==> src/rtl/largest_valid_square_finder_unit_assert.svh <==
// assertion macros for the largest valid square finder
`ifndef LARGEST_VALID_SQUARE_FINDER_UNIT_ASSERT_SVH
`define LARGEST_VALID_SQUARE_FINDER_UNIT_ASSERT_SVH

// same-cycle implication, checked outside reset
`define LVSF_ASSERT(name, clk, rst_n, ante, cons, msg) \
    name: assert property (@(posedge clk) disable iff (!(rst_n)) (ante) |-> (cons)) \
        else $error(msg);

// next-cycle implication, checked outside reset
`define LVSF_ASSERT_NEXT(name, clk, rst_n, ante, cons, msg) \
    name: assert property (@(posedge clk) disable iff (!(rst_n)) (ante) |=> (cons)) \
        else $error(msg);

`endif

==> src/rtl/lvsf_pkg.sv <==
// shared types and constants for the largest valid square finder
package lvsf_pkg;

    // field widths
    localparam int GRAY_W      = 8;
    localparam int SIDE_W      = 12;
    localparam int COORD_W     = 11;
    localparam int CFG_DIM_W   = 12;
    localparam int CFG_THR_W   = 8;
    localparam int CFG_DATA_W  = 12;
    localparam int CFG_IDX_W   = 2;
    localparam int IN_TDATA_W  = 8;
    localparam int OUT_FIELD_W = 1 + COORD_W + COORD_W + SIDE_W;
    localparam int OUT_TDATA_W = 40;
    localparam int OUT_PAD_W   = OUT_TDATA_W - OUT_FIELD_W;

    // reset values of the registers
    localparam int RST_FRAME_WIDTH  = 640;
    localparam int RST_FRAME_HEIGHT = 480;
    localparam logic [CFG_THR_W-1:0] RST_THRESHOLD = 8'd1;
    localparam logic [SIDE_W-1:0]    RST_MIN_SIDE  = 12'd20;

    // saturation value of a square side
    localparam logic [SIDE_W-1:0] SIDE_SAT = {SIDE_W{1'b1}};

    // register indexes
    typedef enum logic [CFG_IDX_W-1:0] {
        CFG_FRAME_WIDTH     = 2'd0,
        CFG_FRAME_HEIGHT    = 2'd1,
        CFG_VALID_THRESHOLD = 2'd2,
        CFG_MIN_SIDE        = 2'd3
    } t_cfg_idx;

    // per-pixel flags handed from the scan stage to the update stage
    typedef struct packed {
        logic pix_ok;     // gray value above threshold
        logic on_border;  // first row or first column
        logic frame_end;  // last pixel of the frame
    } t_pix_flags;

endpackage

==> src/rtl/lvsf_scan.sv <==
// raster counters, pixel test and the line buffer read request
module lvsf_scan
    import lvsf_pkg::*;
#(
    parameter int MAX_WIDTH  = 2048,
    parameter int MAX_HEIGHT = 2048
) (
    input  logic                          i_clk,
    input  logic                          i_rst_n,
    input  logic                          i_pix_valid,
    output logic                          o_pix_ready,
    input  logic [GRAY_W-1:0]             i_pix_gray,
    input  logic [$clog2(MAX_WIDTH):0]    i_width,
    input  logic [$clog2(MAX_HEIGHT):0]   i_height,
    input  logic [CFG_THR_W-1:0]          i_threshold,
    input  logic                          i_stall,
    output logic                          o_rd_en,
    output logic [$clog2(MAX_WIDTH)-1:0]  o_rd_addr,
    output logic                          o_valid,
    output logic [$clog2(MAX_WIDTH)-1:0]  o_col,
    output logic [$clog2(MAX_HEIGHT)-1:0] o_row,
    output t_pix_flags                    o_flags
);

    localparam int XW = $clog2(MAX_WIDTH);
    localparam int YW = $clog2(MAX_HEIGHT);

    logic          r_valid;
    logic [XW-1:0] r_col;
    logic [YW-1:0] r_row;
    logic [XW-1:0] r_s1_col;
    logic [YW-1:0] r_s1_row;
    t_pix_flags    r_s1_flags;
    logic          accept;
    logic          row_end;
    logic          frame_end;
    logic [XW-1:0] n_col;
    logic [YW-1:0] n_row;
    t_pix_flags    n_flags;

    assign o_pix_ready = !i_stall;
    assign accept      = i_pix_valid && !i_stall;

    // end of row and end of frame against the current geometry
    assign row_end   = ({1'b0, r_col} + (XW+1)'(1)) >= i_width;
    assign frame_end = row_end && (({1'b0, r_row} + (YW+1)'(1)) >= i_height);

    always_comb begin
        n_col = row_end ? '0 : r_col + XW'(1);
        if (frame_end) begin
            n_row = '0;
        end else if (row_end) begin
            n_row = r_row + YW'(1);
        end else begin
            n_row = r_row;
        end
        n_flags.pix_ok    = i_pix_gray > i_threshold;
        n_flags.on_border = (r_row == '0) || (r_col == '0);
        n_flags.frame_end = frame_end;
    end

    // position counters
    always_ff @(posedge i_clk) begin
        if (!i_rst_n) begin
            r_col <= '0;
            r_row <= '0;
        end else if (accept) begin
            r_col <= n_col;
            r_row <= n_row;
        end
    end

    // stage register towards the update stage
    always_ff @(posedge i_clk) begin
        if (!i_rst_n) begin
            r_valid <= 1'b0;
        end else begin
            r_valid <= accept || i_stall;
        end
    end

    always_ff @(posedge i_clk) begin
        if (accept) begin
            r_s1_col   <= r_col;
            r_s1_row   <= r_row;
            r_s1_flags <= n_flags;
        end
    end

    assign o_rd_en   = accept;
    assign o_rd_addr = r_col;
    assign o_valid   = r_valid;
    assign o_col     = r_s1_col;
    assign o_row     = r_s1_row;
    assign o_flags   = r_s1_flags;

endmodule

==> config.mk <==
export PLATFORM = sky130hd
export DESIGN_NAME = lvsf_scan
export DESIGN_NICKNAME = d
export VERILOG_FILES = /design/src/rtl/largest_valid_square_finder_unit_assert.svh /design/src/rtl/lvsf_pkg.sv /design/src/rtl/lvsf_scan.sv
export SDC_FILE = /design/constraint.sdc
export NUM_CORES = 1
export LEC_CHECK = 0
export BUFFER_PORTS_ARGS = -buffer_cell sky130_fd_sc_hd__buf_2
export CAP_MARGIN = 20
export CORE_ASPECT_RATIO = 1.4
export CORE_MARGIN = 5
export CORE_UTILIZATION = 40
export CTS_CLUSTER_DIAMETER = 200
export CTS_CLUSTER_SIZE = 16
export DETAILED_ROUTE_END_ITERATION = 16
export PLACE_DENSITY = 0.74
export SYNTH_ARGS = -nofsm -noshare
export SYNTH_HDL_FRONTEND = slang
export SYNTH_SLANG_ARGS = --single-unit
==> constraint.sdc <==
create_clock -name i_clk -period 3.3 [get_ports i_clk]
set_clock_uncertainty 0.1 [all_clocks]
set_input_delay 0 -clock i_clk [delete_from_list [all_inputs] [get_ports i_clk]]
set_output_delay 0 -clock i_clk [all_outputs]
set_load 0.02 [all_outputs]
==> run_results.csv <==
group,metric,value,unit
worst_setup_path,worstPathMaxFanout,10,
yosys,synth_cells,290,
global_route,gr-total-overflow,0,
clock_tree,clk_pin_slew_worst_paths,0.09,ns
global_route,grt_pass1_wl,10500,um
floorplanning,die_x,82.0,um
yosys,synth_top_area_cell,"edfxtp_1",
yosys,yosysWarnings,0,
route,route.detailed.drc,0,
yosys,ys.flop_type,"edfxtp_1",
yosys,synth_area_per_cell,10.0,um2
route,ant_nets,0,
clock_tree,cts.path.max_buffers,2,
floorplanning,core,7030,um2
route,via_per_inst,5.00,
timing,fin_crit,3.03,ns
worst_setup_path,path_class,"flip-flop to flip-flop",
finish,fillCellCount,706,
placement,port_buffers,82,
yosys,synth_edf_count,25,
clock_tree,ctsHtreeMaxLevel,2,
hold_path,hold_path.class,"primary input to flip-flop",
finish,n_antenna_cell,0,
placement,place_hpwl,5230,um
timing,finalWorstSetupSlack,0.269,ns
finish,multi_input_comb_area,1500,um2
placement,place_area,3440,um2
yosys,ys_ff_latch,48,
global_route,grt_usage,14.4,%
timing,fmax,0.330,GHz
timing,setup_viol,0,
route,vias,2396,
yosys,yosysTopAreaCellShare,25.8,%
global_route,grt_pass1_vias,2320,
clock_tree,cts_buffers,5,
placement,place_congestion,0.816,
power,ir_drop,0.000197,V
clock_tree,clk-insertion-delay-late,0.30,ns
route,first_pass_iters,4,
finish,drive_gt1_share,28.9,%
worst_setup_path,cp-start-kind,"flip-flop",
finish,fin_nets,463,
route,drtIter0Drc,102,
global_route,grt_max_degree,19,
finish,stdcell_area,3600,um2
floorplanning,die_h,111,um
worst_setup_path,crit_required,3.39,ns
timing,fin_crit_sh,91.9,%
worst_setup_path,arrival,3.12,ns
yosys,yosysSeqAreaShare,41.7,%
global_route,antenna_found_initial,0,
yosys,synthTopCellsByArea,"edfxtp_1 (26%), dfxtp_1 (16%), ha_1 (15%), inv_1 (5.9%), xnor2_1 (3.3%)",
timing,slew_viol_final,0,
floorplanning,start_util,41.4,%
clock_tree,clockRootBuffer,"clkbuf_8",
worst_setup_path,end_kind,"flip-flop",
run_status,status,"complete, no violations",
timing,worst_pin_slew,0.970,ns
yosys,synth_cell_type_count,47,
floorplanning,dieArea,9100,um2
floorplanning,io-pin-count,83,
yosys,syn-num-nets,370,
yosys,synth-async-reset-ratio,0,%
flow_run,cap_violations,0,
clock_tree,cts_sinks,48,
power,p_leak,1.80,nW
timing,max_slew_margin,35.1,%
finish,seq_area,1210,um2
finish,syn2layout_area_growth,23.7,%
placement,preCtsSetupSlack,0.166,ns
timing,hold_viol,0,
route,routed_wl,6510,um
yosys,syn_area,2910,um2
floorplanning,core.rowCount,36,
power,p_per_area,311,nW/um2
clock_tree,cts_tree,"done",
route,wire_per_inst,13.6,um
==> synthesized netlist by cell type (all sizes together), types with 7 or more instances <==
master / count
o21ai: 12
nor2: 12
dfxtp: 23
ha: 36
nand2b: 7
a32o: 8
xnor2: 11
a21oi: 10
inv: 46
edfxtp: 25
nand2: 18
and3: 10
nand3: 8
==> routing by layer <==
layer / wire [um] / GRT usage [%]
met3: 371 / 3.01
met1: 2400 / 16.0
met2: 3670 / 27.4
met5: 0 / 0
met4: 62 / 2.55
==> logic make-up after synthesis <==
family	count (synthesis)	synth area share [%]
simple gates	79	14.8
compound gates	58	16.0
fa+ha+maj	36	15.5
flops	48	41.7
xor+xnor	15	4.52
buf+inv	54	7.53
==> critical path, cell delays in order (launching register included) <==
cell	delay, ns
dfxtp_1	0.43
ha_2	0.25
nand3_1	0.12
nor2_1	0.23
nand4_1	0.14
xnor2_1	0.22
ha_1	0.26
and4_1	0.23
a221oi_2	0.32
o21a_1	0.20
buf_4	0.18
nand4b_1	0.14
o211ai_2	0.08
==> final cells by class <==
type	count	area share (%)
multi-input cells	188	41.7
flip-flops and latches	48	33.7
repair buffers	94	14.1
inverters	46	4.80
well taps	95	3.31
clock buffers	5	1.91
clock inverters	3	0.487
==> through the flow <==
step                utilization (%)  hold slack (ns)  total power, mW  setup TNS, ns  std cells
floorplan                         -          -0.0159            0.733              0        290
finish                         51.2           0.0945             1.12              0        479
global route                   51.2            0.119             1.18        -0.0299        479
global placement               49.0            0.123            0.785              0        466
CTS                            50.6           0.0897             1.13              0        477
detailed placement             49.0            0.133            0.791              0        466
==> timing repair <==
| item | CTS | global route |
|---|---|---|
| endpoints found under the hold margin | 1 | 0 |
| resized for setup | 0 | 4 |
| setup endpoints to repair | 0 | 18 |
| hold buffers | 3 | 0 |
| setup buffers | 0 | 2 |
==> final timing paths <==
check	startpoint	endpoint	slack, ns	cells past startpoint
setup / recovery	o_rd_addr[1]$_SDFFE_PN0P_	r_row[7]$_SDFFE_PN0P_	0.27	12
hold / removal	i_rst_n	r_row[10]$_SDFFE_PN0P_	0.09	4
setup reg to reg	o_rd_addr[1]$_SDFFE_PN0P_	r_row[7]$_SDFFE_PN0P_	0.27	12
hold reg to reg	o_rd_addr[9]$_SDFFE_PN0P_	o_col[9]$_DFFE_PP_	0.41	0
==> state kept, by name, indices dropped and copies added (netlist names) <==
signal / cells
o_col: 11
o_row: 11
r_row: 11
o_valid: 1
o_flags: 3
o_rd_addr: 11
==> power by group <==
group | internal [mW] | switching [mW]
sequential | 0.637 | 0.00358
combinational | 0.0612 | 0.0780
clock | 0.148 | 0.192
total | 0.846 | 0.274
==> layout by cell type, fill, tap and decap left out, types with 2 or more instances in the layout <==
master and instances:
buf_2 82, inv_1 46, ha_1 35, edfxtp_1 25, dfxtp_1 23, nand2_1 18
nor2_1 12, xnor2_1 11, and3_1 10, a21oi_1 9, buf_4 9, nand3_1 8
a32o_1 8, o21ai_1 7, nand4_1 6, a21o_1 6, nand2b_1 6, nor2b_1 5
o21ai_0 5, clkbuf_8 5, xor2_1 4, o21a_1 4, nor4_1 4, a22oi_1 4
dlygate4sd3_1 3, o22ai_1 2, and2_1 2
Note: power is estimated with default switching activity, not from simulation.
