<file path="src/rtl/largest_valid_square_finder_unit_assert.svh">
// assertion macros for the largest valid square finder
`ifndef LARGEST_VALID_SQUARE_FINDER_UNIT_ASSERT_SVH
`define LARGEST_VALID_SQUARE_FINDER_UNIT_ASSERT_SVH

// same-cycle implication, checked outside reset
`define LVSF_ASSERT(name, clk, rst_n, ante, cons, msg) \
    name: assert property (@(posedge clk) disable iff (!(rst_n)) (ante) |-> (cons)) \
        else $error(msg);

// next-cycle implication, checked outside reset
`define LVSF_ASSERT_NEXT(name, clk, rst_n, ante, cons, msg) \
    name: assert property (@(posedge clk) disable iff (!(rst_n)) (ante) |=> (cons)) \
        else $error(msg);

`endif

</file>
<file path="src/rtl/lvsf_pkg.sv">
// shared types and constants for the largest valid square finder
package lvsf_pkg;

    // field widths
    localparam int GRAY_W      = 8;
    localparam int SIDE_W      = 12;
    localparam int COORD_W     = 11;
    localparam int CFG_DIM_W   = 12;
    localparam int CFG_THR_W   = 8;
    localparam int CFG_DATA_W  = 12;
    localparam int CFG_IDX_W   = 2;
    localparam int IN_TDATA_W  = 8;
    localparam int OUT_FIELD_W = 1 + COORD_W + COORD_W + SIDE_W;
    localparam int OUT_TDATA_W = 40;
    localparam int OUT_PAD_W   = OUT_TDATA_W - OUT_FIELD_W;

    // reset values of the registers
    localparam int RST_FRAME_WIDTH  = 640;
    localparam int RST_FRAME_HEIGHT = 480;
    localparam logic [CFG_THR_W-1:0] RST_THRESHOLD = 8'd1;
    localparam logic [SIDE_W-1:0]    RST_MIN_SIDE  = 12'd20;

    // saturation value of a square side
    localparam logic [SIDE_W-1:0] SIDE_SAT = {SIDE_W{1'b1}};

    // register indexes
    typedef enum logic [CFG_IDX_W-1:0] {
        CFG_FRAME_WIDTH     = 2'd0,
        CFG_FRAME_HEIGHT    = 2'd1,
        CFG_VALID_THRESHOLD = 2'd2,
        CFG_MIN_SIDE        = 2'd3
    } t_cfg_idx;

    // per-pixel flags handed from the scan stage to the update stage
    typedef struct packed {
        logic pix_ok;     // gray value above threshold
        logic on_border;  // first row or first column
        logic frame_end;  // last pixel of the frame
    } t_pix_flags;

endpackage

</file>
<file path="src/rtl/lvsf_cfg.sv">
// configuration registers with frame size clamping
module lvsf_cfg
    import lvsf_pkg::*;
#(
    parameter int MAX_WIDTH  = 2048,
    parameter int MAX_HEIGHT = 2048
) (
    input  logic                             i_clk,
    input  logic                             i_rst_n,
    input  logic                             i_cfg_we,
    input  logic [CFG_IDX_W-1:0]             i_cfg_idx,
    input  logic [CFG_DATA_W-1:0]            i_cfg_wdata,
    output logic [$clog2(MAX_WIDTH):0]       o_width,
    output logic [$clog2(MAX_HEIGHT):0]      o_height,
    output logic [CFG_THR_W-1:0]             o_threshold,
    output logic [SIDE_W-1:0]                o_min_side
);

    localparam int XW = $clog2(MAX_WIDTH);
    localparam int YW = $clog2(MAX_HEIGHT);
    localparam int XYW = (XW > YW) ? XW : YW;
    localparam int CMP_W = ((XYW > CFG_DIM_W) ? XYW : CFG_DIM_W) + 1;
    localparam int RST_W = (RST_FRAME_WIDTH > MAX_WIDTH) ? MAX_WIDTH : RST_FRAME_WIDTH;
    localparam int RST_H = (RST_FRAME_HEIGHT > MAX_HEIGHT) ? MAX_HEIGHT : RST_FRAME_HEIGHT;

    logic [XW:0]          r_width;
    logic [YW:0]          r_height;
    logic [CFG_THR_W-1:0] r_threshold;
    logic [SIDE_W-1:0]    r_min_side;
    logic [CMP_W-1:0]     dim_in;
    logic [XW:0]          n_width;
    logic [YW:0]          n_height;

    // zero acts as one, above the maximum acts as the maximum
    assign dim_in = CMP_W'(i_cfg_wdata[CFG_DIM_W-1:0]);

    always_comb begin
        if (dim_in == '0) begin
            n_width = (XW+1)'(1);
        end else if (dim_in > CMP_W'(MAX_WIDTH)) begin
            n_width = (XW+1)'(MAX_WIDTH);
        end else begin
            n_width = dim_in[XW:0];
        end
        if (dim_in == '0) begin
            n_height = (YW+1)'(1);
        end else if (dim_in > CMP_W'(MAX_HEIGHT)) begin
            n_height = (YW+1)'(MAX_HEIGHT);
        end else begin
            n_height = dim_in[YW:0];
        end
    end

    // register writes
    always_ff @(posedge i_clk) begin
        if (!i_rst_n) begin
            r_width     <= (XW+1)'(RST_W);
            r_height    <= (YW+1)'(RST_H);
            r_threshold <= RST_THRESHOLD;
            r_min_side  <= RST_MIN_SIDE;
        end else if (i_cfg_we) begin
            case (t_cfg_idx'(i_cfg_idx))
                CFG_FRAME_WIDTH: begin
                    r_width <= n_width;
                end
                CFG_FRAME_HEIGHT: begin
                    r_height <= n_height;
                end
                CFG_VALID_THRESHOLD: begin
                    r_threshold <= i_cfg_wdata[CFG_THR_W-1:0];
                end
                CFG_MIN_SIDE: begin
                    r_min_side <= i_cfg_wdata[SIDE_W-1:0];
                end
                default: begin
                end
            endcase
        end
    end

    assign o_width     = r_width;
    assign o_height    = r_height;
    assign o_threshold = r_threshold;
    assign o_min_side  = r_min_side;

endmodule

</file>
<file path="config.mk">
export PLATFORM = sky130hd
export DESIGN_NAME = lvsf_cfg
export DESIGN_NICKNAME = d
export VERILOG_FILES = /design/src/rtl/largest_valid_square_finder_unit_assert.svh /design/src/rtl/lvsf_pkg.sv /design/src/rtl/lvsf_cfg.sv
export SDC_FILE = /design/constraint.sdc
export NUM_CORES = 1
export LEC_CHECK = 0
export ABC_AREA = 1
export BUFFER_PORTS_ARGS = -buffer_cell sky130_fd_sc_hd__buf_2
export CORE_UTILIZATION = 51
export DETAILED_ROUTE_END_ITERATION = 16
export HOLD_SLACK_MARGIN = 0.06
export PLACE_DENSITY = 0.82
export SETUP_SLACK_MARGIN = 0.4
export SLEW_MARGIN = 20
export SYNTH_ARGS = -nofsm -noshare
export SYNTH_HDL_FRONTEND = slang
export SYNTH_SLANG_ARGS = --single-unit
</file>
<file path="constraint.sdc">
create_clock -name i_clk -period 1.1 [get_ports i_clk]
set_input_delay 0.11 -clock i_clk [delete_from_list [all_inputs] [get_ports i_clk]]
set_output_delay 0.11 -clock i_clk [all_outputs]
set_load 0.1 [all_outputs]
</file>
==> impl_metrics.csv, run 1 <==
group,metric,value,unit
synth,synth_seq_area_share,53.9,%
clock_network,numClockSinks,44,
place,gp_congestion,0.816,
clock_network,post_cts.resized_instances,61,
clock_network,numCtsBuffers,5,
synth,netlist_instances,201,
run_status,last_stage_the_flow_got_to,"clock tree synthesis",
clock_network,cts.hold.buffers_added,1,
synth,syn_std_cell_area,1640,µm²
run_status,error_message,"[ERROR DPL-0038] Utilization greater than 100%, impossible to legalize",
synth,yosys.cell_types.count,18,
floorplan,ios,61,
floorplan,starting_density,53.6,%
synth,synth_top_cell_area_share,53.9,%
place,hpwl,4840,µm
clock_network,postCtsSetupRepairBufs,13,
run_status,run_status,"stopped before the end",
clock_network,maximum_clock_path_buffer_count,2,
floorplan,row_cnt,20,
synth,ys_top_cells_by_area,"sky130_fd_sc_hd__dfxtp_1 (54%), sky130_fd_sc_hd__a21oi_1 (12%), sky130_fd_sc_hd__nand2_1 (11%), sky130_fd_sc_hd__o21ai_0 (7.3%), sky130_fd_sc_hd__nor2_1 (3.0%)",
floorplan,die_width,58.6,µm
synth,syn-num-nets,218,
synth,cell_accounting_for_the_most_synthesized_area,"sky130_fd_sc_hd__dfxtp_1",
synth,ys_ff_latch,44,
place,port_buffers,60,
clock_network,cts-root-buf,"sky130_fd_sc_hd__clkbuf_4",
clock_network,htree_num_levels,2,
synth,post_synth.cell_area_avg,8.14,µm²
floorplan,die_h,58.6,µm
synth,yosys_warnings,0,
==> synth_stat cells <==
master	count
sky130_fd_sc_hd__o21ai_0	24
sky130_fd_sc_hd__buf_6	3
sky130_fd_sc_hd__buf_4	1
sky130_fd_sc_hd__nand2_2	1
sky130_fd_sc_hd__nor2_1	13
sky130_fd_sc_hd__clkbuf_1	4
sky130_fd_sc_hd__inv_1	7
sky130_fd_sc_hd__nand3_4	2
sky130_fd_sc_hd__inv_2	3
sky130_fd_sc_hd__nand3_1	4
sky130_fd_sc_hd__a21oi_1	39
sky130_fd_sc_hd__o211ai_1	1
sky130_fd_sc_hd__o21ai_2	1
sky130_fd_sc_hd__clkinv_2	1
sky130_fd_sc_hd__and2_1	1
sky130_fd_sc_hd__nand2_1	50
sky130_fd_sc_hd__dfxtp_1	44
sky130_fd_sc_hd__nand3_2	2
==> cells by family after synthesis <==
family	after synthesis	share of synthesized area [%]
DFF	44	53.9
buffers and inverters	19	6.04
and+or+nand+nor	73	19.8
AOI/OAI and AO/OA	65	20.3
==> through the flow <==
step                setup WS (ps)  area [µm²]  setup TNS [ps]  hold WS, ps  cells
detailed placement           -186        2860           -1320          416    308
global placement             61.6        2860               0          404    308
floorplan                     325        1820               0          236    201
==> inputs of run 2 (changes only) <==
- CORE_UTILIZATION: 51 -> 40
- HOLD_SLACK_MARGIN: 0.06 -> not set
- PLACE_DENSITY: 0.82 -> not set
- PLACE_DENSITY_LB_ADDON: not set -> 0.15
- SETUP_SLACK_MARGIN: 0.4 -> not set
==> run 2 against run 1 <==
  * The flow now finishes without violations
  * Synthesized cell count stayed put
  * Synthesized area did not move
==> impl_metrics.csv, run 2 <==
group,metric,value,unit
setup_path,worst_path_largest_cell_delay,370,ps
clock_network,cts-root-buf,"sky130_fd_sc_hd__clkbuf_8",
floorplan,die_width,65.9,µm
clock_network,clk-insertion-delay-late,290,ps
synth,synthSimpleGateAreaFrac,19.8,%
grt,grt_pass1_vias,1590,
timing,timing.slew.headroom,76.0,%
grt,grt_use_total,22.2,%
timing,finalWorstSetupSlack,150,ps
synth,synth_edf_count,0,
clock_network,htree_num_levels,2,
clock_network,clk_transition_reported_paths,80,ps
finish,drive_gt1_share,47.8,%
timing,slew_viol_final,0,
synth,syn_std_cell_area,1640,µm²
hold_path,hold_class,"in -> reg",
floorplan,core,3800,µm²
synth,synth_compound_area_share,20.3,%
clock_network,postCtsSetupRepairBufs,0,
drt,postRouteAntennaNets,0,
synth,post_synth.cell_area_avg,8.14,µm²
timing,rsz0062_at_grt,"false",
setup_path,count_of_cells_along_the_worst_register_to_register_path,2,
place,port_buffers,60,
synth,largest_family_of_logic_cells_by_synthesized_area,"compound AO/OA/AOI/OAI gates",
timing,final.setup_skew,0,ps
run_status,run_status,"complete, no violations",
clock_network,tritoncts,"built",
drt,detailroute.wirelength.met2,2210,µm
drt,drt_drc_violations_left,0,
place,pre_cts_ws,-35.3,ps
floorplan,row_cnt,22,
setup_path,crit_path_cell_trace,"buf_12",
finish,layout_commonest_cell,"sky130_fd_sc_hd__nand2_1",
drt,vias,1591,
synth,ys_top_cells_by_area,"sky130_fd_sc_hd__dfxtp_1 (54%), sky130_fd_sc_hd__a21oi_1 (12%), sky130_fd_sc_hd__nand2_1 (11%), sky130_fd_sc_hd__o21ai_0 (7.3%), sky130_fd_sc_hd__nor2_1 (3.0%)",
finish,flow.area_growth_from_synthesis,72.8,%
place,hpwl,3270,µm
timing,setup-violations-final,0,
synth,synth_seq_area_share,53.9,%
drt,detailedRoute.firstPassIterationCount,4,
finish,layout.cells.most_common_list,"sky130_fd_sc_hd__nand2_1 (50), sky130_fd_sc_hd__buf_12 (45), sky130_fd_sc_hd__dfxtp_2 (44)",
floorplan,starting_density,43.1,%
timing,minimum_period_implied_by_the_final_worst_setup_slack,950,ps
clock_network,cts.hold.buffers_added,0,
synth,most_repeated_cell_in_the_gate_level_netlist_after_synthesis,"sky130_fd_sc_hd__nand2_1",
pwr,power_density,1370,nW/µm²
drt,met1_routed_wirelength_after_detailed_routing,1730,µm
pwr,power.leakage,1.18,nW
setup_path,data_required_time_at_the_worst_endpoint,990,ps
drt,wl,4310,µm
synth,synth_commonest_cells,"sky130_fd_sc_hd__nand2_1 (50), sky130_fd_sc_hd__dfxtp_1 (44), sky130_fd_sc_hd__a21oi_1 (39)",
drt,highest_layer,"met4",
grt,grt.overflow.total,0,
synth,netlist_instances,201,
synth,post_synth_xor_area_fraction,0,%
synth,synth_top_cell_area_share,53.9,%
clock_network,post_cts.resized_instances,0,
finish,layoutNonFillerInstCount,318,
clock_network,numCtsBuffers,5,
timing,achievable_frequency,1050,MHz
setup_path,critical_path_depth,1,
finish,finish.net_count,286,
hold_path,min_path_cells,3,
grt,antenna_found_initial,0,
synth,yosys.cell_types.count,18,
finish,finish.instance_area,2830,µm²
pwr,ir_drop,0.885,mV
floorplan,die_h,65.9,µm
flow_run,drv.max_cap_violation_count,0,
synth,ys_ff_latch,44,
floorplan,ios,61,
synth,yosys_warnings,0,
place,post_placement_cell_count,310,
drt,wl_per_cell,13.6,µm
grt,maximum_number_of_pins_on_one_net_before_global_route_repair,25,
synth,async_flop_share,0,%
setup_path,critical_path_arrival,840,ps
setup_path,worst-path-buf-inv,1,
drt,first_iter_violations,70,
drt,post_drt_via_cell_ratio,5.00,
grt,grt_first_pass_wirelength,7150,µm
setup_path,setup.worst_path.end_class,"output port",
timing,hold_violations,0,
setup_path,critical-path-top-delay-family,"flip-flops",
clock_network,numClockSinks,44,
drt,met3_length,307,µm
setup_path,r2r_slack,390,ps
setup_path,critical-path-slowest-cell,"sky130_fd_sc_hd__dfxtp_2",
timing,worst_margin_pin_slew,359,ps
finish,antenna_cells,0,
synth,syn-num-nets,218,
timing,finalCritPeriodShare,86.4,%
setup_path,path_class,"reg -> out",
synth,postSynth.topFlopCell,"sky130_fd_sc_hd__dfxtp_1",
setup_path,crit_path_max_fanout,2,
finish,fillers,265,
synth,synth.mux.area_fraction,0,%
place,post_dp_cell_area,2740,µm²
synth,cell_accounting_for_the_most_synthesized_area,"sky130_fd_sc_hd__dfxtp_1",
floorplan,die-area,4350,µm²
clock_network,maximum_clock_path_buffer_count,2,
place,gp_congestion,0.861,
setup_path,setup.worst_path.start_class,"flop",
synth,synth_fa_ha_area_share,0,%
run 2: cell counts after synthesis:
Identical to the previous run, type by type.
run 2: cells by family (layout without fill, tap and decap cells):
family,count (synthesis),in the layout
AND/OR/NAND/NOR,73,73
flip-flops,44,44
buffers and inverters,19,88
AO/OA/AOI/OAI,65,65
run 2: worst min-delay path: stages:
cell                      delay [ps]
sky130_fd_sc_hd__buf_2           120
sky130_fd_sc_hd__nand2_1          60
sky130_fd_sc_hd__a21oi_1          50
run 2: worst paths after layout:
kind                   endpoint           start
setup reg to reg    o_height[0]     o_height[0]
setup / recovery    o_height[8]     o_height[8]
hold reg to reg   o_min_side[9]   o_min_side[9]
hold / removal    o_min_side[9]  i_cfg_wdata[9]
run 2: layout make-up:
cell class                      count  area [µm²]  area share (%)
Timing Repair Buffer               69        1040            36.8
Sequential cell                    44         936            33.1
Multi-Input combinational cell    138         656            23.2
Clock buffer                        8        90.1            3.19
Tap cell                           48        60.1            2.13
Inverter                           11        42.5            1.51
run 2: through the flow:
stage               utilization, %  setup TNS (ps)  hold slack [ps]  total power, mW
finish                        74.4               0             85.1             3.87
global route                  74.4               0             98.3             4.01
CTS                           74.4               0             84.8             3.89
floorplan                        -               0              223             2.44
detailed placement            72.0           -42.4              398             2.89
global placement              72.0               0              391             2.88
run 2: power breakdown:
group / total, mW / internal (mW) / switching (mW)
clock network: 1.02 / 0.512 / 0.506
registers: 1.76 / 1.68 / 0.0781
logic: 1.10 / 0.372 / 0.724
total: 3.87 / 2.56 / 1.31
run 2: metal layers:
metal	up-vias	global-route usage, %
li1	797	-
met1	728	25.5
met2	61	37.9
met3	5	6.21
met4	0	10.1
met5	-	0
Note: power is estimated with default switching activity, not from simulation.
==> inputs of run 3 (changes only) <==
- ABC_AREA: 1 -> 0
==> run 3 against run 2 <==
  * Critical path depth did not move
  * Die area is 5.0% higher
  * Clock power is essentially flat
  * Cell count down 0.94%
  * Combinational power is 23% lower
  * Clock skew did not move
  * First-iteration DRC count grew 2.9%
  * Sequential share of layout area decreased by 1.4 points
  * Non-clock buffer count increased by 6
  * Critical endpoint is now o_width[11]
==> impl_metrics.csv, run 3 <==
group,metric,value,unit
run_status,run_status,"complete, no violations",
drt,drt_drc_violations_left,0,
timing,setup-violations-final,0,
drt,wl,4200,µm
synth,yosys_warnings,0,
clock_network,clk-insertion-delay-late,290,ps
drt,postRouteAntennaNets,0,
grt,grt_use_total,20.8,%
timing,rsz0062_at_grt,"false",
place,gp_congestion,0.785,
synth,netlist_instances,195,
finish,drive_gt1_share,47.2,%
drt,wl_per_cell,13.3,µm
flow_run,drv.max_cap_violation_count,0,
timing,final.setup_skew,0,ps
grt,antenna_found_initial,0,
pwr,combinationalPowerShare,23.7,%
clock_network,htree_num_levels,2,
setup_path,path_class,"reg -> out",
timing,slew_viol_final,0,
drt,detailedRoute.firstPassIterationCount,5,
floorplan,core,4060,µm²
pwr,power_density,1210,nW/µm²
setup_path,critical-path-top-delay-family,"flip-flops",
clock_network,cts.hold.buffers_added,0,
synth,post_synth.cell_area_avg,8.82,µm²
grt,grt.overflow.total,0,
clock_network,post_cts.resized_instances,0,
synth,synth_seq_area_share,51.2,%
place,pre_cts_ws,-140,ps
finish,fillers,308,
pwr,power.sequential.fraction,47.8,%
finish,layout.cells.most_common_list,"sky130_fd_sc_hd__nand2_1 (59), sky130_fd_sc_hd__dfxtp_2 (44), sky130_fd_sc_hd__buf_12 (44)",
synth,postSynth.topFlopCell,"sky130_fd_sc_hd__dfxtp_1",
grt,maximum_number_of_pins_on_one_net_before_global_route_repair,26,
synth,synth_commonest_cells,"sky130_fd_sc_hd__nand2_1 (59), sky130_fd_sc_hd__dfxtp_1 (44), sky130_fd_sc_hd__a21boi_0 (23)",
place,port_buffers,60,
synth,ys_ff_latch,44,
pwr,power.leakage,1.22,nW
synth,synth_top_cell_area_share,51.2,%
pwr,power_switching_share,30.7,%
clock_network,numCtsBuffers,5,
synth,syn_std_cell_area,1720,µm²
setup_path,crit_path_max_fanout,2,
setup_path,critical_path_arrival,840,ps
pwr,clock_power_share,28.5,%
synth,async_flop_share,0,%
timing,timing.slew.headroom,68.4,%
floorplan,starting_density,42.4,%
timing,minimum_period_implied_by_the_final_worst_setup_slack,955,ps
floorplan,row_cnt,23,
place,hpwl,3230,µm
setup_path,worst-path-buf-inv,1,
clock_network,postCtsSetupRepairBufs,0,
setup_path,setup.worst_path.end_class,"output port",
grt,grt_pass1_vias,1493,
timing,finalWorstSetupSlack,145,ps
setup_path,crit_path_cell_trace,"buf_12",
finish,flow.area_growth_from_synthesis,71.5,%
finish,antenna_cells,0,
timing,achievable_frequency,1050,MHz
floorplan,die-area,4560,µm²
pwr,ir_drop,1.08,mV
setup_path,data_required_time_at_the_worst_endpoint,990,ps
clock_network,numClockSinks,44,
drt,vias,1552,
synth,cell_accounting_for_the_most_synthesized_area,"sky130_fd_sc_hd__dfxtp_1",
synth,synth_edf_count,0,
setup_path,setup.worst_path.start_class,"flop",
floorplan,die_h,67.6,µm
clock_network,tritoncts,"built",
timing,setup-tns-final,0,ps
timing,finalCritPeriodShare,86.8,%
synth,syn-num-nets,212,
synth,yosys.cell_types.count,24,
synth,most_repeated_cell_in_the_gate_level_netlist_after_synthesis,"sky130_fd_sc_hd__nand2_1",
pwr,switching_power,1.10,mW
timing,worst_margin_pin_slew,474,ps
clock_network,maximum_clock_path_buffer_count,2,
hold_path,hold_class,"in -> reg",
timing,hold_violations,0,
synth,ys_top_cells_by_area,"sky130_fd_sc_hd__dfxtp_1 (51%), sky130_fd_sc_hd__nand2_1 (13%), sky130_fd_sc_hd__a21boi_0 (10%), sky130_fd_sc_hd__mux2i_1 (4.7%), sky130_fd_sc_hd__nor2b_1 (4.4%)",
drt,first_iter_violations,72,
pwr,internal_power_of_the_cells,2.48,mW
finish,finish.net_count,281,
grt,grt_first_pass_wirelength,6870,µm
clock_network,cts-root-buf,"sky130_fd_sc_hd__clkbuf_8",
drt,post_drt_via_cell_ratio,4.93,
clock_network,clk_transition_reported_paths,80,ps
floorplan,ios,61,
finish,layout_commonest_cell,"sky130_fd_sc_hd__nand2_1",
floorplan,die_width,67.6,µm
setup_path,critical-path-slowest-cell,"sky130_fd_sc_hd__dfxtp_2",
setup_path,worst_path_largest_cell_delay,370,ps
[run 3: cell types whose count changed in the layout (fill, tap and decap cells not counted), moves of 7 or more]
cell,change
sky130_fd_sc_hd__nor2_1,-13
sky130_fd_sc_hd__nor2b_1,+12
sky130_fd_sc_hd__a21oi_1,-39
sky130_fd_sc_hd__a21boi_0,+23
sky130_fd_sc_hd__o21ai_0,-22
sky130_fd_sc_hd__buf_4,+7
sky130_fd_sc_hd__nand2_1,+9
sky130_fd_sc_hd__mux2i_1,+8
[run 3: final cells by class]
cell class              instances  area [µm²]  share of cell area [%]
clock buffers                   8        90.1                    3.05
inverters                       3        11.3                   0.382
multi-input cells             135         776                    26.3
flip-flops and latches         44         936                    31.7
well taps                      50        62.6                    2.12
repair buffers                 75        1070                    36.4
[run 3: logic make-up (layout without fill, tap and decap cells)]
group | Yosys count | in the layout | share of synthesized area (%)
compound gates | 34 | 34 | 14.7
buf+inv | 16 | 86 | 3.64
mux | 8 | 8 | 4.66
simple gates | 93 | 93 | 25.8
flops | 44 | 44 | 51.2
[run 3: worst register-to-register path, delay by kind of cell, from the launching register on]
| family | cells | cell delay (ps) |
|---|---|---|
| flip-flops | 1 | 360 |
| AO/OA/AOI/OAI | 1 | 170 |
| AND/OR/NAND/NOR | 1 | 70 |
[run 3: power groups by stage]
stage | clock [mW] | combinational, mW | sequential, mW
2_1_floorplan | 0 | 0.146 | 2.09
3_3_place_gp | 0 | 0.844 | 1.74
3_5_place_dp | 0 | 0.849 | 1.75
4_1_cts | 1.05 | 0.850 | 1.71
5_1_grt | 1.12 | 0.885 | 1.72
6_report | 1.02 | 0.847 | 1.71
[run 3: worst paths after layout]
check | startpoint | cells past startpoint | slack, ps | to
setup / recovery | o_width[11] | 1 | 150 | o_width[11]
hold / removal | i_cfg_wdata[0] | 3 | 70 | o_threshold[0]
setup reg to reg | o_width[10] | 2 | 420 | o_width[10]
hold reg to reg | o_min_side[1] | 2 | 480 | o_min_side[1]
[run 3: routing by layer]
metal | vias to the layer above | share of wire, % | GRT usage [%] | wire [µm]
li1 | 790 | - | - | -
met1 | 711 | 45 | 25.1 | 1890
met2 | 44 | 48 | 32.5 | 2000
met3 | 7 | 5.5 | 6.76 | 232
met4 | 0 | 1.6 | 10.9 | 68
met5 | - | 0 | 0 | 0
[run 3: per-stage QoR]
stage	power [mW]	std cells	cell area [µm²]	utilization, %	hold slack [ps]
floorplan	2.24	195	1770	-	234
global placement	2.59	307	2860	70.5	374
detailed placement	2.60	307	2860	70.5	375
CTS	3.61	315	2950	72.7	66.2
global route	3.72	315	2950	72.7	91.4
finish	3.57	315	2950	72.7	71.6
==> inputs of run 4 (changes only) <==
- CTS_CLUSTER_DIAMETER: not set -> 50
- RECOVER_POWER: not set -> 50
==> run 4 against run 3 <==
  * Highest routed layer unchanged
  * Critical path depth did not move
  * Critical endpoint is now o_min_side[1]
  * Cell area fell by 2.8%
  * Global-route usage did not move
==> impl_metrics.csv, run 4 (synthesis gave the netlist of run 3 again) <==
group,metric,value,unit
setup_path,worst_setup_path_start,"o_min_side[1]",
place,post_dp_cell_area,2860,µm²
timing,hold_violations,0,
drt,first_iter_violations,49,
setup_path,critical-path-slowest-cell,"sky130_fd_sc_hd__dfxtp_2",
place,pre_cts_ws,-140,ps
timing,achievable_frequency,988,MHz
pwr,power_density,1240,nW/µm²
timing,minimum_period_implied_by_the_final_worst_setup_slack,1010,ps
clock_network,postCtsSetupRepairBufs,0,
drt,detailedRoute.firstPassIterationCount,4,
clock_network,numCtsBuffers,5,
place,post_placement_cell_count,307,
floorplan,die_width,67.6,µm
pwr,fin_total_pwr,3.55,mW
pwr,ir_drop,1.08,mV
setup_path,count_of_cells_along_the_worst_register_to_register_path,2,
setup_path,critical_path.reg2reg.startpoint,"o_width[10]",
setup_path,path_class,"reg -> out",
hold_path,hold_sp,"i_cfg_wdata[0]",
setup_path,setup.worst_path.end_class,"output port",
clock_network,clk-insertion-delay-late,300,ps
hold_path,min_path_cells,3,
setup_path,critical-path-top-delay-family,"flip-flops",
timing,worst_margin_pin_slew,482,ps
hold_path,hold_class,"in -> reg",
timing,rsz0062_at_grt,"false",
clock_network,cts.hold.buffers_added,0,
clock_network,numClockSinks,44,
flow_run,drv.max_cap_violation_count,0,
grt,grt_use_total,20.8,%
pwr,power.leakage,1.19,nW
timing,timing.slew.headroom,67.8,%
drt,wl,4230,µm
setup_path,critical_path_arrival,900,ps
finish,finish.net_count,281,
floorplan,core,4060,µm²
setup_path,critical_path.reg2reg.endpoint,"o_width[10]",
drt,drt_drc_violations_left,0,
finish,flow.area_growth_from_synthesis,66.7,%
place,hpwl,3230,µm
grt,antenna_found_initial,0,
drt,vias,1554,
timing,finalWorstSetupSlack,87.8,ps
grt,grt_pass1_vias,1493,
setup_path,crit_path_max_fanout,2,
floorplan,starting_density,42.4,%
clock_network,post_cts.resized_instances,0,
timing,setup-violations-final,0,
finish,layoutNonFillerInstCount,315,
setup_path,crit_path_cell_trace,"buf_4",
setup_path,worst-path-buf-inv,1,
clock_network,clk_transition_reported_paths,70,ps
setup_path,data_required_time_at_the_worst_endpoint,990,ps
hold_path,min_to,"o_threshold[0]",
timing,setup-tns-final,0,ps
setup_path,worst_path_largest_cell_delay,330,ps
floorplan,row_cnt,23,
place,gp_congestion,0.785,
setup_path,r2r_slack,410,ps
floorplan,die-area,4560,µm²
drt,post_drt_via_cell_ratio,4.93,
finish,layout_commonest_cell,"sky130_fd_sc_hd__nand2_1",
grt,grt.overflow.total,0,
place,port_buffers,60,
clock_network,htree_num_levels,2,
clock_network,cts-root-buf,"sky130_fd_sc_hd__clkbuf_8",
floorplan,die_h,67.6,µm
drt,postRouteAntennaNets,0,
drt,wl_per_cell,13.4,µm
grt,maximum_number_of_pins_on_one_net_before_global_route_repair,26,
grt,grt_first_pass_wirelength,6870,µm
clock_network,maximum_clock_path_buffer_count,2,
clock_network,tritoncts,"built",
finish,finish.instance_area,2870,µm²
finish,drive_gt1_share,45.7,%
timing,finalCritPeriodShare,92.0,%
floorplan,ios,61,
run_status,run_status,"complete, no violations",
timing,slew_viol_final,0,
timing,final.setup_skew,0,ps
finish,antenna_cells,0,
finish,layout.cells.most_common_list,"sky130_fd_sc_hd__nand2_1 (59), sky130_fd_sc_hd__dfxtp_2 (44), sky130_fd_sc_hd__buf_12 (39)",
setup_path,setup.worst_path.start_class,"flop",
## run 4: layout make-up
class | instances | area [µm²]
fillers | 325 | 1190
repair buffers | 75 | 991
flip-flops and latches | 44 | 936
multi-input cells | 135 | 776
clock buffers | 8 | 90.1
well taps | 50 | 62.6
inverters | 3 | 11.3
## run 4: layer usage
metal	GRT usage [%]	part of all wire (%)
met1	25.1	46
met2	32.5	47
met3	6.76	5.4
met4	10.9	2.0
met5	0	0
## run 4: worst max-delay path by stage
stage                                 to  slack, ps  depth (start not counted)
after CTS                    o_width[11]        140                          1
after detailed placement      o_width[6]       -140                          4
final                      o_min_side[1]         90                          1
after floorplan               o_width[7]          3                          5
after global placement        o_width[6]       -100                          4
after global routing      o_min_side[11]         60                          1
## run 4: report_power, final
| group | internal (mW) | total, mW | leakage (nW) | switching (mW) |
|---|---|---|---|---|
| Combinational | 0.290 | 0.826 | 0.776 | 0.537 |
| Clock | 0.512 | 1.02 | 0.0455 | 0.509 |
| Sequential | 1.65 | 1.71 | 0.371 | 0.0517 |
| Total | 2.46 | 3.55 | 1.19 | 1.10 |
## run 4: metrics by stage
step                hold slack [ps]  util [%]
finish                         71.9      70.6
global route                   91.7      70.6
CTS                            66.2      72.7
detailed placement              375      70.5
global placement                374      70.5
floorplan                       234         -
